### src/bfpa_pkg.sv
// Shared types and constants of the bitmap first-fit page allocator.
// Holds request and response item structs, status, kind and register codes.
// Used by every module in src.
package bfpa_pkg;

	localparam int POOL_PAGES_DEF = 256;
	localparam int PAGE_BYTES_DEF = 4096;

	localparam int ADDR_W        = 32;
	localparam int SIZE_W        = 32;
	localparam int STATUS_W      = 3;
	localparam int FREE_W        = 21;
	localparam int MAP_WORD_BITS = 32;
	localparam int WORD_BIT_W    = $clog2(MAP_WORD_BITS);

	localparam logic KIND_ALLOC = 1'b0;
	localparam logic KIND_FREE  = 1'b1;

	localparam logic REG_VIRT_BASE = 1'b0;
	localparam logic REG_PHYS_BASE = 1'b1;

	localparam logic [STATUS_W-1:0] STATUS_OK        = 3'd0;
	localparam logic [STATUS_W-1:0] STATUS_EMPTY     = 3'd1;
	localparam logic [STATUS_W-1:0] STATUS_EXHAUSTED = 3'd2;
	localparam logic [STATUS_W-1:0] STATUS_BAD_ADDR  = 3'd3;
	localparam logic [STATUS_W-1:0] STATUS_PAST_END  = 3'd4;

	typedef struct packed {
		logic              kind;
		logic [SIZE_W-1:0] size_bytes;
		logic [ADDR_W-1:0] release_addr;
	} in_item_t;

	typedef struct packed {
		logic [STATUS_W-1:0] status;
		logic [ADDR_W-1:0]   virt_addr;
		logic [ADDR_W-1:0]   phys_addr;
		logic [FREE_W-1:0]   free_bytes;
	} out_item_t;

endpackage

### src/bfpa_map_mem.sv
// Occupancy map memory: one 32-bit word of page-used bits per entry.
// One read and one write port, registered read; a word never written reads as zero.
// Depends on bfpa_pkg.
module bfpa_map_mem import bfpa_pkg::*; #(
	parameter int WORDS = 8,
	parameter int AW    = 3
) (
	input  logic                     clk,
	input  logic                     arst_n,
	input  logic                     rd_en,
	input  logic [AW-1:0]            rd_addr,
	output logic [MAP_WORD_BITS-1:0] rd_data,
	input  logic                     wr_en,
	input  logic [AW-1:0]            wr_addr,
	input  logic [MAP_WORD_BITS-1:0] wr_data
);

	logic [MAP_WORD_BITS-1:0] mem [WORDS];
	logic [WORDS-1:0]         vld_q;
	logic [MAP_WORD_BITS-1:0] rd_word_s1;
	logic                     rd_vld_s1;

	always_ff @(posedge clk) begin
		if (wr_en) begin
			mem[wr_addr] <= wr_data;
		end
		if (rd_en) begin
			rd_word_s1 <= mem[rd_addr];
		end
	end

	always_ff @(posedge clk or negedge arst_n) begin
		if (!arst_n) begin
			vld_q     <= '0;
			rd_vld_s1 <= 1'b0;
		end else begin
			if (wr_en) begin
				vld_q[wr_addr] <= 1'b1;
			end
			if (rd_en) begin
				rd_vld_s1 <= vld_q[rd_addr];
			end
		end
	end

	assign rd_data = rd_vld_s1 ? rd_word_s1 : '0;

endmodule

### src/bfpa_run_find.sv
// Free-run finder for one map word: extends the run carried in from lower words
// and reports the start page of the run of the needed length that ends lowest.
// Depends on bfpa_pkg.
module bfpa_run_find import bfpa_pkg::*; #(
	parameter int POOL_PAGES = POOL_PAGES_DEF,
	parameter int WORD_AW    = 3,
	parameter int RUN_W      = 15
) (
	input  logic [MAP_WORD_BITS-1:0]       word_used,
	input  logic [WORD_AW-1:0]             word_idx,
	input  logic [RUN_W-1:0]               carry_run,
	input  logic [RUN_W-1:0]               need,
	output logic                           found,
	output logic [WORD_AW+WORD_BIT_W-1:0]  start,
	output logic [RUN_W-1:0]               run_out
);

	localparam int PAGE_IDX_W = WORD_AW + WORD_BIT_W;
	localparam int SW         = RUN_W + PAGE_IDX_W;

	logic [MAP_WORD_BITS-1:0] busy;
	logic [MAP_WORD_BITS-1:0] hit;
	logic [WORD_BIT_W-1:0]    lb [MAP_WORD_BITS];
	logic [RUN_W-1:0]         run [MAP_WORD_BITS];
	logic [WORD_BIT_W-1:0]    fj;
	logic [SW-1:0]            start_wide;

	// pages past the pool end count as busy
	always_comb begin
		for (int j = 0; j < MAP_WORD_BITS; j++) begin
			busy[j] = word_used[j] |
				({1'b0, word_idx, WORD_BIT_W'(j)} >= (PAGE_IDX_W+1)'(POOL_PAGES));
		end
	end

	always_comb begin
		found = 1'b0;
		fj    = '0;
		for (int j = 0; j < MAP_WORD_BITS; j++) begin
			hit[j] = 1'b0;
			lb[j]  = '0;
			for (int k = 0; k <= j; k++) begin
				if (busy[k]) begin
					hit[j] = 1'b1;
					lb[j]  = WORD_BIT_W'(k);
				end
			end
			run[j] = hit[j] ? RUN_W'(WORD_BIT_W'(j) - lb[j]) : carry_run + RUN_W'(j + 1);
		end
		// lowest end position wins
		for (int j = MAP_WORD_BITS - 1; j >= 0; j--) begin
			if (run[j] >= need) begin
				found = 1'b1;
				fj    = WORD_BIT_W'(j);
			end
		end
	end

	assign start_wide = SW'({word_idx, fj}) + SW'(1) - SW'(need);
	assign start      = start_wide[PAGE_IDX_W-1:0];
	assign run_out    = run[MAP_WORD_BITS-1];

endmodule

### src/bitmap_first_fit_page_allocator_unit.sv
// Top level of the bitmap first-fit page allocator.
// Sequencer, request checks and map read-modify-write; uses bfpa_pkg,
// bfpa_map_mem and bfpa_run_find.
//
// channel  direction  handshake                 payload
// req      in         req_valid / req_stall     in_item_t  (kind, size, release address)
// rsp      out        rsp_valid / rsp_stall     out_item_t (status, addresses, free bytes)
// cfg      in         cfg_we                    cfg_index, cfg_wdata
//
// One item at a time. An empty request, an oversized allocate or a bad address is
// answered from the check state; a range past the pool end also passes the range state.
// An allocate scans the map one 32-page word per cycle, then rewrites the words of the
// run one per cycle and waits for the last write to drain. A free rewrites the words
// of its range the same way, without a scan. The result is in the output register when
// the block returns to idle and can accept the next item.
// Reset empties the map at once through per-word valid bits; no clearing pass.
// req_stall is high from acceptance until the result sits in the output register;
// a stalled rsp holds the block in its final state. PAGE_BYTES must be a power of two.
module bitmap_first_fit_page_allocator_unit import bfpa_pkg::*; #(
	parameter int POOL_PAGES = POOL_PAGES_DEF,
	parameter int PAGE_BYTES = PAGE_BYTES_DEF
) (
	input  logic              clk,
	input  logic              arst_n,
	input  logic              req_valid,
	output logic              req_stall,
	input  in_item_t          req,
	output logic              rsp_valid,
	input  logic              rsp_stall,
	output out_item_t         rsp,
	input  logic              cfg_we,
	input  logic              cfg_index,
	input  logic [ADDR_W-1:0] cfg_wdata
);

	localparam int MAP_WORDS  = (POOL_PAGES + MAP_WORD_BITS - 1) / MAP_WORD_BITS;
	localparam int WORD_AW    = (MAP_WORDS > 1) ? $clog2(MAP_WORDS) : 1;
	localparam int PAGE_IDX_W = WORD_AW + WORD_BIT_W;
	localparam int PIU_W      = $clog2(POOL_PAGES + 1);
	localparam int RUN_W      = PIU_W + WORD_BIT_W + 1;
	localparam int PAGE_SHIFT = $clog2(PAGE_BYTES);
	localparam int NEED_W     = SIZE_W + 1 - PAGE_SHIFT;
	localparam logic [ADDR_W:0] POOL_SPAN = (ADDR_W+1)'(POOL_PAGES * PAGE_BYTES);

	localparam logic [2:0] S_IDLE  = 3'd0;
	localparam logic [2:0] S_CHECK = 3'd1;
	localparam logic [2:0] S_RANGE = 3'd2;
	localparam logic [2:0] S_SCAN  = 3'd3;
	localparam logic [2:0] S_SPAN  = 3'd4;
	localparam logic [2:0] S_RMW   = 3'd5;
	localparam logic [2:0] S_UPD   = 3'd6;
	localparam logic [2:0] S_DONE  = 3'd7;

	logic [2:0]              state_q;
	logic [ADDR_W-1:0]       virt_base_q;
	logic [ADDR_W-1:0]       phys_base_q;
	logic                    kind_q;
	logic                    size_zero_q;
	logic [ADDR_W-1:0]       addr_q;
	logic [NEED_W-1:0]       need_q;
	logic [STATUS_W-1:0]     status_q;
	logic [PAGE_IDX_W-1:0]   lo_q;
	logic [PAGE_IDX_W-1:0]   hi_q;
	logic [PAGE_IDX_W-1:0]   first_q;
	logic [WORD_AW:0]        rd_w_q;
	logic [WORD_AW-1:0]      data_w_s1;
	logic                    pend_s1;
	logic [RUN_W-1:0]        carry_q;
	logic [PIU_W-1:0]        piu_q;
	logic                    rsp_valid_q;
	out_item_t               rsp_q;

	logic                    req_acc;
	logic                    rsp_take;
	logic [SIZE_W:0]         size_round;
	logic [NEED_W-1:0]       need_next;
	logic [ADDR_W:0]         pool_end;
	logic                    addr_bad;
	logic [ADDR_W-1:0]       addr_off;
	logic [NEED_W:0]         range_end;
	logic                    rd_en;
	logic [WORD_AW-1:0]      rd_addr;
	logic                    rmw_rd;
	logic [MAP_WORD_BITS-1:0] rd_data;
	logic                    wr_en;
	logic [MAP_WORD_BITS-1:0] wr_data;
	logic [MAP_WORD_BITS-1:0] mask;
	logic [WORD_AW-1:0]      lo_w;
	logic [WORD_AW-1:0]      hi_w;
	logic [WORD_BIT_W-1:0]   lo_b;
	logic [WORD_BIT_W-1:0]   hi_b;
	logic                    rf_found;
	logic [PAGE_IDX_W-1:0]   rf_start;
	logic [RUN_W-1:0]        rf_run;
	logic [PIU_W-1:0]        need_pg;
	logic [PIU_W:0]          piu_sum;
	logic [PIU_W-1:0]        free_pages;
	logic [63:0]             free_wide;
	logic                    alloc_ok;

	assign req_stall = (state_q != S_IDLE);
	assign req_acc   = req_valid && !req_stall;
	assign rsp_valid = rsp_valid_q;
	assign rsp       = rsp_q;
	assign rsp_take  = rsp_valid_q && !rsp_stall;

	assign size_round = (SIZE_W+1)'(req.size_bytes) + (SIZE_W+1)'(PAGE_BYTES - 1);
	assign need_next  = NEED_W'(size_round >> PAGE_SHIFT);

	assign pool_end  = (ADDR_W+1)'(virt_base_q) + POOL_SPAN;
	assign addr_bad  = (addr_q < virt_base_q) || ((ADDR_W+1)'(addr_q) >= pool_end) ||
		(addr_q[PAGE_SHIFT-1:0] != '0);
	assign addr_off  = addr_q - virt_base_q;
	assign range_end = (NEED_W+1)'(first_q) + (NEED_W+1)'(need_q);

	assign need_pg = PIU_W'(need_q);
	assign lo_w    = lo_q[PAGE_IDX_W-1:WORD_BIT_W];
	assign hi_w    = hi_q[PAGE_IDX_W-1:WORD_BIT_W];

	// map read port: word 0 in the check state, then the running word counter
	assign rmw_rd = (state_q == S_RMW) && (rd_w_q <= {1'b0, hi_w});
	always_comb begin
		rd_en   = 1'b0;
		rd_addr = rd_w_q[WORD_AW-1:0];
		case (state_q)
			S_CHECK: begin
				rd_en   = 1'b1;
				rd_addr = '0;
			end
			S_SCAN: begin
				rd_en = (rd_w_q < (WORD_AW+1)'(MAP_WORDS));
			end
			S_RMW: begin
				rd_en = rmw_rd;
			end
			default: begin
				rd_en = 1'b0;
			end
		endcase
	end

	// bits of the current word that fall inside [lo, hi]
	always_comb begin
		lo_b = (data_w_s1 == lo_w) ? lo_q[WORD_BIT_W-1:0] : '0;
		hi_b = (data_w_s1 == hi_w) ? hi_q[WORD_BIT_W-1:0] : '1;
		for (int j = 0; j < MAP_WORD_BITS; j++) begin
			mask[j] = (WORD_BIT_W'(j) >= lo_b) && (WORD_BIT_W'(j) <= hi_b);
		end
	end

	assign wr_en   = (state_q == S_RMW) && pend_s1;
	assign wr_data = (kind_q == KIND_ALLOC) ? (rd_data | mask) : (rd_data & ~mask);

	bfpa_map_mem #(
		.WORDS (MAP_WORDS),
		.AW    (WORD_AW)
	) u_map (
		.clk     (clk),
		.arst_n  (arst_n),
		.rd_en   (rd_en),
		.rd_addr (rd_addr),
		.rd_data (rd_data),
		.wr_en   (wr_en),
		.wr_addr (data_w_s1),
		.wr_data (wr_data)
	);

	bfpa_run_find #(
		.POOL_PAGES (POOL_PAGES),
		.WORD_AW    (WORD_AW),
		.RUN_W      (RUN_W)
	) u_find (
		.word_used (rd_data),
		.word_idx  (data_w_s1),
		.carry_run (carry_q),
		.need      (RUN_W'(need_q)),
		.found     (rf_found),
		.start     (rf_start),
		.run_out   (rf_run)
	);

	assign piu_sum    = (PIU_W+1)'(piu_q) + (PIU_W+1)'(need_pg);
	assign free_pages = PIU_W'(POOL_PAGES) - piu_q;
	assign free_wide  = 64'(free_pages) << PAGE_SHIFT;
	assign alloc_ok   = (kind_q == KIND_ALLOC) && (status_q == STATUS_OK);

	always_ff @(posedge clk or negedge arst_n) begin
		if (!arst_n) begin
			virt_base_q <= '0;
			phys_base_q <= '0;
		end else if (cfg_we) begin
			if (cfg_index == REG_VIRT_BASE) begin
				virt_base_q <= cfg_wdata;
			end else begin
				phys_base_q <= cfg_wdata;
			end
		end
	end

	always_ff @(posedge clk) begin
		if (req_acc) begin
			kind_q      <= req.kind;
			size_zero_q <= (req.size_bytes == '0);
			addr_q      <= req.release_addr;
			need_q      <= need_next;
		end
		if (rd_en) begin
			data_w_s1 <= rd_addr;
		end
		case (state_q)
			S_CHECK: begin
				first_q <= PAGE_IDX_W'(addr_off >> PAGE_SHIFT);
				carry_q <= '0;
			end
			S_RANGE: begin
				lo_q <= first_q;
			end
			S_SCAN: begin
				lo_q    <= rf_start;
				carry_q <= rf_run;
			end
			S_SPAN: begin
				hi_q <= lo_q + need_pg[PAGE_IDX_W-1:0] - PAGE_IDX_W'(1);
			end
			default: begin
			end
		endcase
	end

	always_ff @(posedge clk or negedge arst_n) begin
		if (!arst_n) begin
			state_q     <= S_IDLE;
			status_q    <= STATUS_OK;
			rd_w_q      <= '0;
			pend_s1     <= 1'b0;
			piu_q       <= '0;
			rsp_valid_q <= 1'b0;
		end else begin
			pend_s1 <= rmw_rd;
			if (rd_en) begin
				rd_w_q <= rd_w_q + (WORD_AW+1)'(1);
			end
			if (rsp_take) begin
				rsp_valid_q <= 1'b0;
			end
			case (state_q)
				S_IDLE: begin
					if (req_acc) begin
						state_q <= S_CHECK;
					end
				end
				S_CHECK: begin
					status_q <= STATUS_OK;
					rd_w_q   <= (WORD_AW+1)'(1);
					if (size_zero_q || (kind_q == KIND_FREE && addr_q == '0)) begin
						status_q <= STATUS_EMPTY;
						state_q  <= S_DONE;
					end else if (kind_q == KIND_ALLOC) begin
						if (need_q > NEED_W'(POOL_PAGES)) begin
							status_q <= STATUS_EXHAUSTED;
							state_q  <= S_DONE;
						end else begin
							state_q <= S_SCAN;
						end
					end else if (addr_bad) begin
						status_q <= STATUS_BAD_ADDR;
						state_q  <= S_DONE;
					end else begin
						state_q <= S_RANGE;
					end
				end
				S_RANGE: begin
					if (range_end > (NEED_W+1)'(POOL_PAGES)) begin
						status_q <= STATUS_PAST_END;
						state_q  <= S_DONE;
					end else begin
						state_q <= S_SPAN;
					end
				end
				S_SCAN: begin
					if (rf_found) begin
						state_q <= S_SPAN;
					end else if (data_w_s1 == WORD_AW'(MAP_WORDS - 1)) begin
						status_q <= STATUS_EXHAUSTED;
						state_q  <= S_DONE;
					end
				end
				S_SPAN: begin
					rd_w_q  <= {1'b0, lo_w};
					state_q <= S_RMW;
				end
				S_RMW: begin
					if (!rmw_rd && !pend_s1) begin
						state_q <= S_UPD;
					end
				end
				S_UPD: begin
					if (kind_q == KIND_ALLOC) begin
						piu_q <= (piu_sum > (PIU_W+1)'(POOL_PAGES)) ?
							PIU_W'(POOL_PAGES) : piu_sum[PIU_W-1:0];
					end else begin
						piu_q <= (piu_q > need_pg) ? (piu_q - need_pg) : '0;
					end
					state_q <= S_DONE;
				end
				S_DONE: begin
					// hold until the output register is free
					if (!rsp_valid_q || rsp_take) begin
						rsp_valid_q <= 1'b1;
						state_q     <= S_IDLE;
					end
				end
				default: begin
					state_q <= S_IDLE;
				end
			endcase
		end
	end

	always_ff @(posedge clk) begin
		if (state_q == S_DONE && (!rsp_valid_q || rsp_take)) begin
			rsp_q.status     <= status_q;
			rsp_q.virt_addr  <= alloc_ok ?
				(virt_base_q + (ADDR_W'(lo_q) << PAGE_SHIFT)) : '0;
			rsp_q.phys_addr  <= alloc_ok ?
				(phys_base_q + (ADDR_W'(lo_q) << PAGE_SHIFT)) : '0;
			rsp_q.free_bytes <= free_wide[FREE_W-1:0];
		end
	end

`ifndef ASSERT_OFF
	a_piu_bound: assert property (@(posedge clk) disable iff (!arst_n)
		piu_q <= PIU_W'(POOL_PAGES))
		else $error("pages in use above pool size");

	a_fail_no_addr: assert property (@(posedge clk) disable iff (!arst_n)
		rsp_valid && rsp.status != STATUS_OK |-> rsp.virt_addr == '0 && rsp.phys_addr == '0)
		else $error("failed request returned an address");

	a_busy_after_accept: assert property (@(posedge clk) disable iff (!arst_n)
		req_acc |=> req_stall)
		else $error("new item taken while one is in work");

	a_span_order: assert property (@(posedge clk) disable iff (!arst_n)
		state_q == S_RMW |-> lo_q <= hi_q)
		else $error("page span reversed during map update");
`endif

endmodule
### config.mk
export PLATFORM = sky130hd
export DESIGN_NAME = bitmap_first_fit_page_allocator_unit
export DESIGN_NICKNAME = d
export VERILOG_FILES = /design/src/bfpa_pkg.sv /design/src/bfpa_map_mem.sv /design/src/bfpa_run_find.sv /design/src/bitmap_first_fit_page_allocator_unit.sv
export SDC_FILE = /design/constraint.sdc
export NUM_CORES = 2
export LEC_CHECK = 0
export ABC_CLOCK_PERIOD_IN_PS = 12130
export BUFFER_PORTS_ARGS = -buffer_cell sky130_fd_sc_hd__buf_2
export CAP_MARGIN = 40
export CORE_ASPECT_RATIO = 1.25
export CORE_MARGIN = 2
export CORE_UTILIZATION = 60
export CTS_BUF_LIST = sky130_fd_sc_hd__clkbuf_8
export DETAILED_ROUTE_END_ITERATION = 8
export PLACE_DENSITY = 0.78
export SLEW_MARGIN = 20
export SYNTH_ARGS = -nofsm -noshare
export SYNTH_HDL_FRONTEND = slang
export SYNTH_SLANG_ARGS = --single-unit
### constraint.sdc
create_clock -name clk -period 12.13 [get_ports clk]
set_input_delay 2.426 -clock clk [delete_from_list [all_inputs] [get_ports clk]]
set_output_delay 2.426 -clock clk [all_outputs]
set_load 0.1 [all_outputs]
==> run_results.csv <==
group,metric,value,unit
place,pre_cts_ws,3.45,ns
floorplan,die_y,318,um
routing,wl_per_cell,25.6,um
clock_network,cts_resized,0,
logic_synthesis,yosysUniqueCellTypes,103,
worst_setup_path,critPathArrivalTime,9.15,ns
place,gp_congestion,1.06,
clock_network,cts_tree,"yes",
routing,drt-initial-drc-count,5074,
floorplan,num_rows,115,
worst_setup_path,crit_path_end_kind,"flop",
clock_network,clock_path_buffers,3,
logic_synthesis,synth_top_area_share,29.2,%
floorplan,start_util,60.4,%
sta,fin_setup_tns,0,ns
logic_synthesis,synth.most_common_cell,"ha_1",
routing,drcViolationCount,0,
sta,finalHoldViolCount,0,
cells_and_area,multi_input_area,29600,sq um
hold_path,whs_path_depth,0,
clock_network,root_buffer,"clkbuf_8",
cells_and_area,finish.utilization,66.0,%
clock_network,cts_sinks,555,
pwr,ir_drop,0.187,mV
pwr,powerDensity,241,nW/um^2
logic_synthesis,ys_async_sr_fraction,16.9,%
grt,grt_pass1_vias,42400,
sta,max_slew_margin,27.9,%
clock_network,cts_setup_buffers,0,
worst_setup_path,timing.rr.end,"lo_q[7]$_DFFE_PN_",
sta,worst_pin_slew,1.07,ns
routing,vias,44200,
worst_setup_path,reg2reg_slack,3.39,ns
floorplan,core_area,78400,sq um
grt,antenna_found_initial,18,
routing,viasPerCell,6.66,
worst_setup_path,ff2ff_path_depth,27,
cells_and_area,nets,6246,
clock_network,clk_latency,0.76,ns
clock_network,numCtsBuffers,86,
logic_synthesis,yosysSeqAreaShare,34.2,%
flow_run,cap_violations,0,
cells_and_area,areaGrowthSynthToFinish,9.19,%
logic_synthesis,yosys-top-cells-count,"645 x ha_1, 587 x nand2_1, 552 x nor2_1",
sta,period_needed,8.74,ns
logic_synthesis,synth-main-ff-cell,"edfxtp_1",
clock_network,path_clk_slew,0.07,ns
logic_synthesis,syn-cell-area,47400,sq um
worst_setup_path,worstSetupStartpointType,"flop",
pwr,p_leak,21.8,nW
sta,setup_viol,0,
sta,rsz0062_at_grt,"no",
grt,grt_max_degree,68,
cells_and_area,design_area,51700,sq um
hold_path,min_to,"rsp[86]$_DFFE_PP_",
sta,max_freq,114,MHz
logic_synthesis,yosys_warnings,0,
routing,firstDrtPassIters,7,
routing,routed_wl,170,mm
grt,grt_first_pass_wirelength,255,mm
worst_setup_path,crit_fanout,51,
place,hpwlAfterDp,119,mm
sta,report.final.slew_viol_count,0,
clock_network,htree_levels,3,
worst_setup_path,criticalPathCategory,"flop to flop",
cells_and_area,layout-drive-gt1-share,11.1,%
grt,grt.overflow.total,0,
sta,final.setup_skew,0.0986,ns
hold_path,min_from,"status_q[1]$_DFFE_PN0P_",
logic_synthesis,synth_edf_count,461,
floorplan,die_w,255,um
floorplan,die_area,81300,sq um
cells_and_area,n_fill_cell,6499,
status,status,"finished, final reports clean",
sta,setup_ws,3.39,ns
sta,finalCritPeriodShare,72.0,%
clock_network,hold_buffers,0,
worst_setup_path,worstPathRequired,12.54,ns
hold_path,min_path_type,"flop to flop",
logic_synthesis,ys_seq_elements,555,
floorplan,num_io_pins,193,
logic_synthesis,synth.area.top_cells,"edfxtp_1 29%, ha_1 17%, dfrtp_1 5.0%",
place,placed_cell_area,49800,sq um
logic_synthesis,netlist_instances,5320,
logic_synthesis,synth_top_cell_by_area,"edfxtp_1",
place,io_buffers,180,
grt,grt_usage,40.7,%
logic_synthesis,synth_area_per_cell,8.91,sq um
cells_and_area,regArea,16200,sq um
routing,antenna_left,0,
worst_setup_path,r2r-start,"u_map.rd_vld_s1$_DFFE_PN0P_",
[kinds of logic (layout without fill, tap and decap cells)]
logic type	Yosys count	count (layout)	share of synthesized area (%)
other cells	1	28	0.00791
compound gates	1364	1364	18.0
buf+inv	436	666	3.59
flops	555	555	34.2
mux	74	74	1.67
fa+ha+maj	652	652	17.3
simple gates	1858	1858	18.2
xor+xnor	380	380	7.02
[per-stage QoR]
step                      total power [mW]  hold WS [ns]  instances
after floorplan                       8.31         0.439       5331
after global placement                10.4         0.450       6417
after detailed placement              10.6         0.455       6437
after CTS                             12.2         0.472       6595
after global routing                  13.3         0.481       6628
final                                 12.5         0.467       6630
[where the power goes]
part           switching, mW  internal, mW  total [mW]
Combinational           5.28          2.67        7.95
Clock                  0.779         0.832        1.61
Sequential             0.334          2.58        2.92
[flip-flops by register name, summed over array words and instances, names as in the netlist, 4 cells and up]
signal	cells
hi_q	8
u_map.rd_word_s1	32
u_map.mem	256
addr_q	32
rd_w_q	4
lo_q	8
carry_q	15
rsp	76
need_q	21
first_q	8
u_map.vld_q	8
virt_base_q	32
piu_q	9
phys_base_q	32
[critical path, stage by stage (launching register included)]
cell	delay, ns
dfrtp_2	0.43
buf_12	0.18
buf_4	0.31
o41a_1	0.35
nor2_4	0.51
nand2_2	0.55
nor2_2	0.86
nand2_1	0.66
mux2i_1	0.33
ha_1	0.26
a211o_1	0.26
a211oi_1	0.53
o21a_1	0.26
nor3b_1	0.52
nand2b_1	0.18
a21oi_1	0.06
o31ai_1	0.20
a221o_1	0.20
ha_1	0.12
inv_1	0.04
ha_1	0.22
fa_1	0.41
a21o_1	0.17
a21oi_1	0.25
o21bai_1	0.09
a21oi_1	0.18
xnor2_1	0.15
o21ai_0	0.10
[metal layers]
metal / wire [um] / global-route usage [%] / up-vias / share of wire, %
met5: 43 / 0 / - / 0.025
met1: 61800 / 49.7 / 20700 / 36
met3: 18900 / 9.33 / 863 / 11
met2: 73400 / 62.6 / 2785 / 43
li1: - / - / 19800 / -
met4: 15700 / 31.5 / 6 / 9.2
[final cells by class]
| type | count | area share, % |
|---|---|---|
| inverters | 179 | 1.30 |
| clock inverters | 65 | 0.919 |
| flip-flops and latches | 555 | 31.3 |
| clock buffers | 93 | 2.47 |
| repair buffers | 329 | 4.07 |
| well taps | 1053 | 2.55 |
| diodes | 16 | 0.0774 |
| multi-input cells | 4340 | 57.3 |
[layout by cell type, fill, tap and decap left out, types with 55 or more instances in the layout]
master and instances:
nand2_1 585, nor2b_1 59, xor2_1 164, nor3_1 67, xnor2_1 214, a31oi_1 55
a211oi_1 70, ha_1 645, clkbuf_8 93, edfxtp_1 461, nor2_1 546, dfrtp_1 91
buf_2 196, a21o_1 95, inv_1 192, buf_4 118, or3_1 81, nand4_1 77
a21oi_1 439, o21ai_0 358, nand3_1 185
[worst max-delay path by stage]
stage | start | endpoint | slack (ns)
floorplan | rsp_stall | state_q[2]$_DFFE_PN0P_ | 5.47
global placement | u_map.rd_vld_s1$_DFFE_PN0P_ | lo_q[7]$_DFFE_PN_ | 3.57
detailed placement | u_map.rd_vld_s1$_DFFE_PN0P_ | lo_q[7]$_DFFE_PN_ | 3.45
CTS | u_map.rd_vld_s1$_DFFE_PN0P_ | lo_q[7]$_DFFE_PN_ | 3.41
global route | u_map.rd_vld_s1$_DFFE_PN0P_ | lo_q[7]$_DFFE_PN_ | 3.04
finish | u_map.rd_vld_s1$_DFFE_PN0P_ | lo_q[7]$_DFFE_PN_ | 3.39
Note: power is estimated with default switching activity, not from simulation.
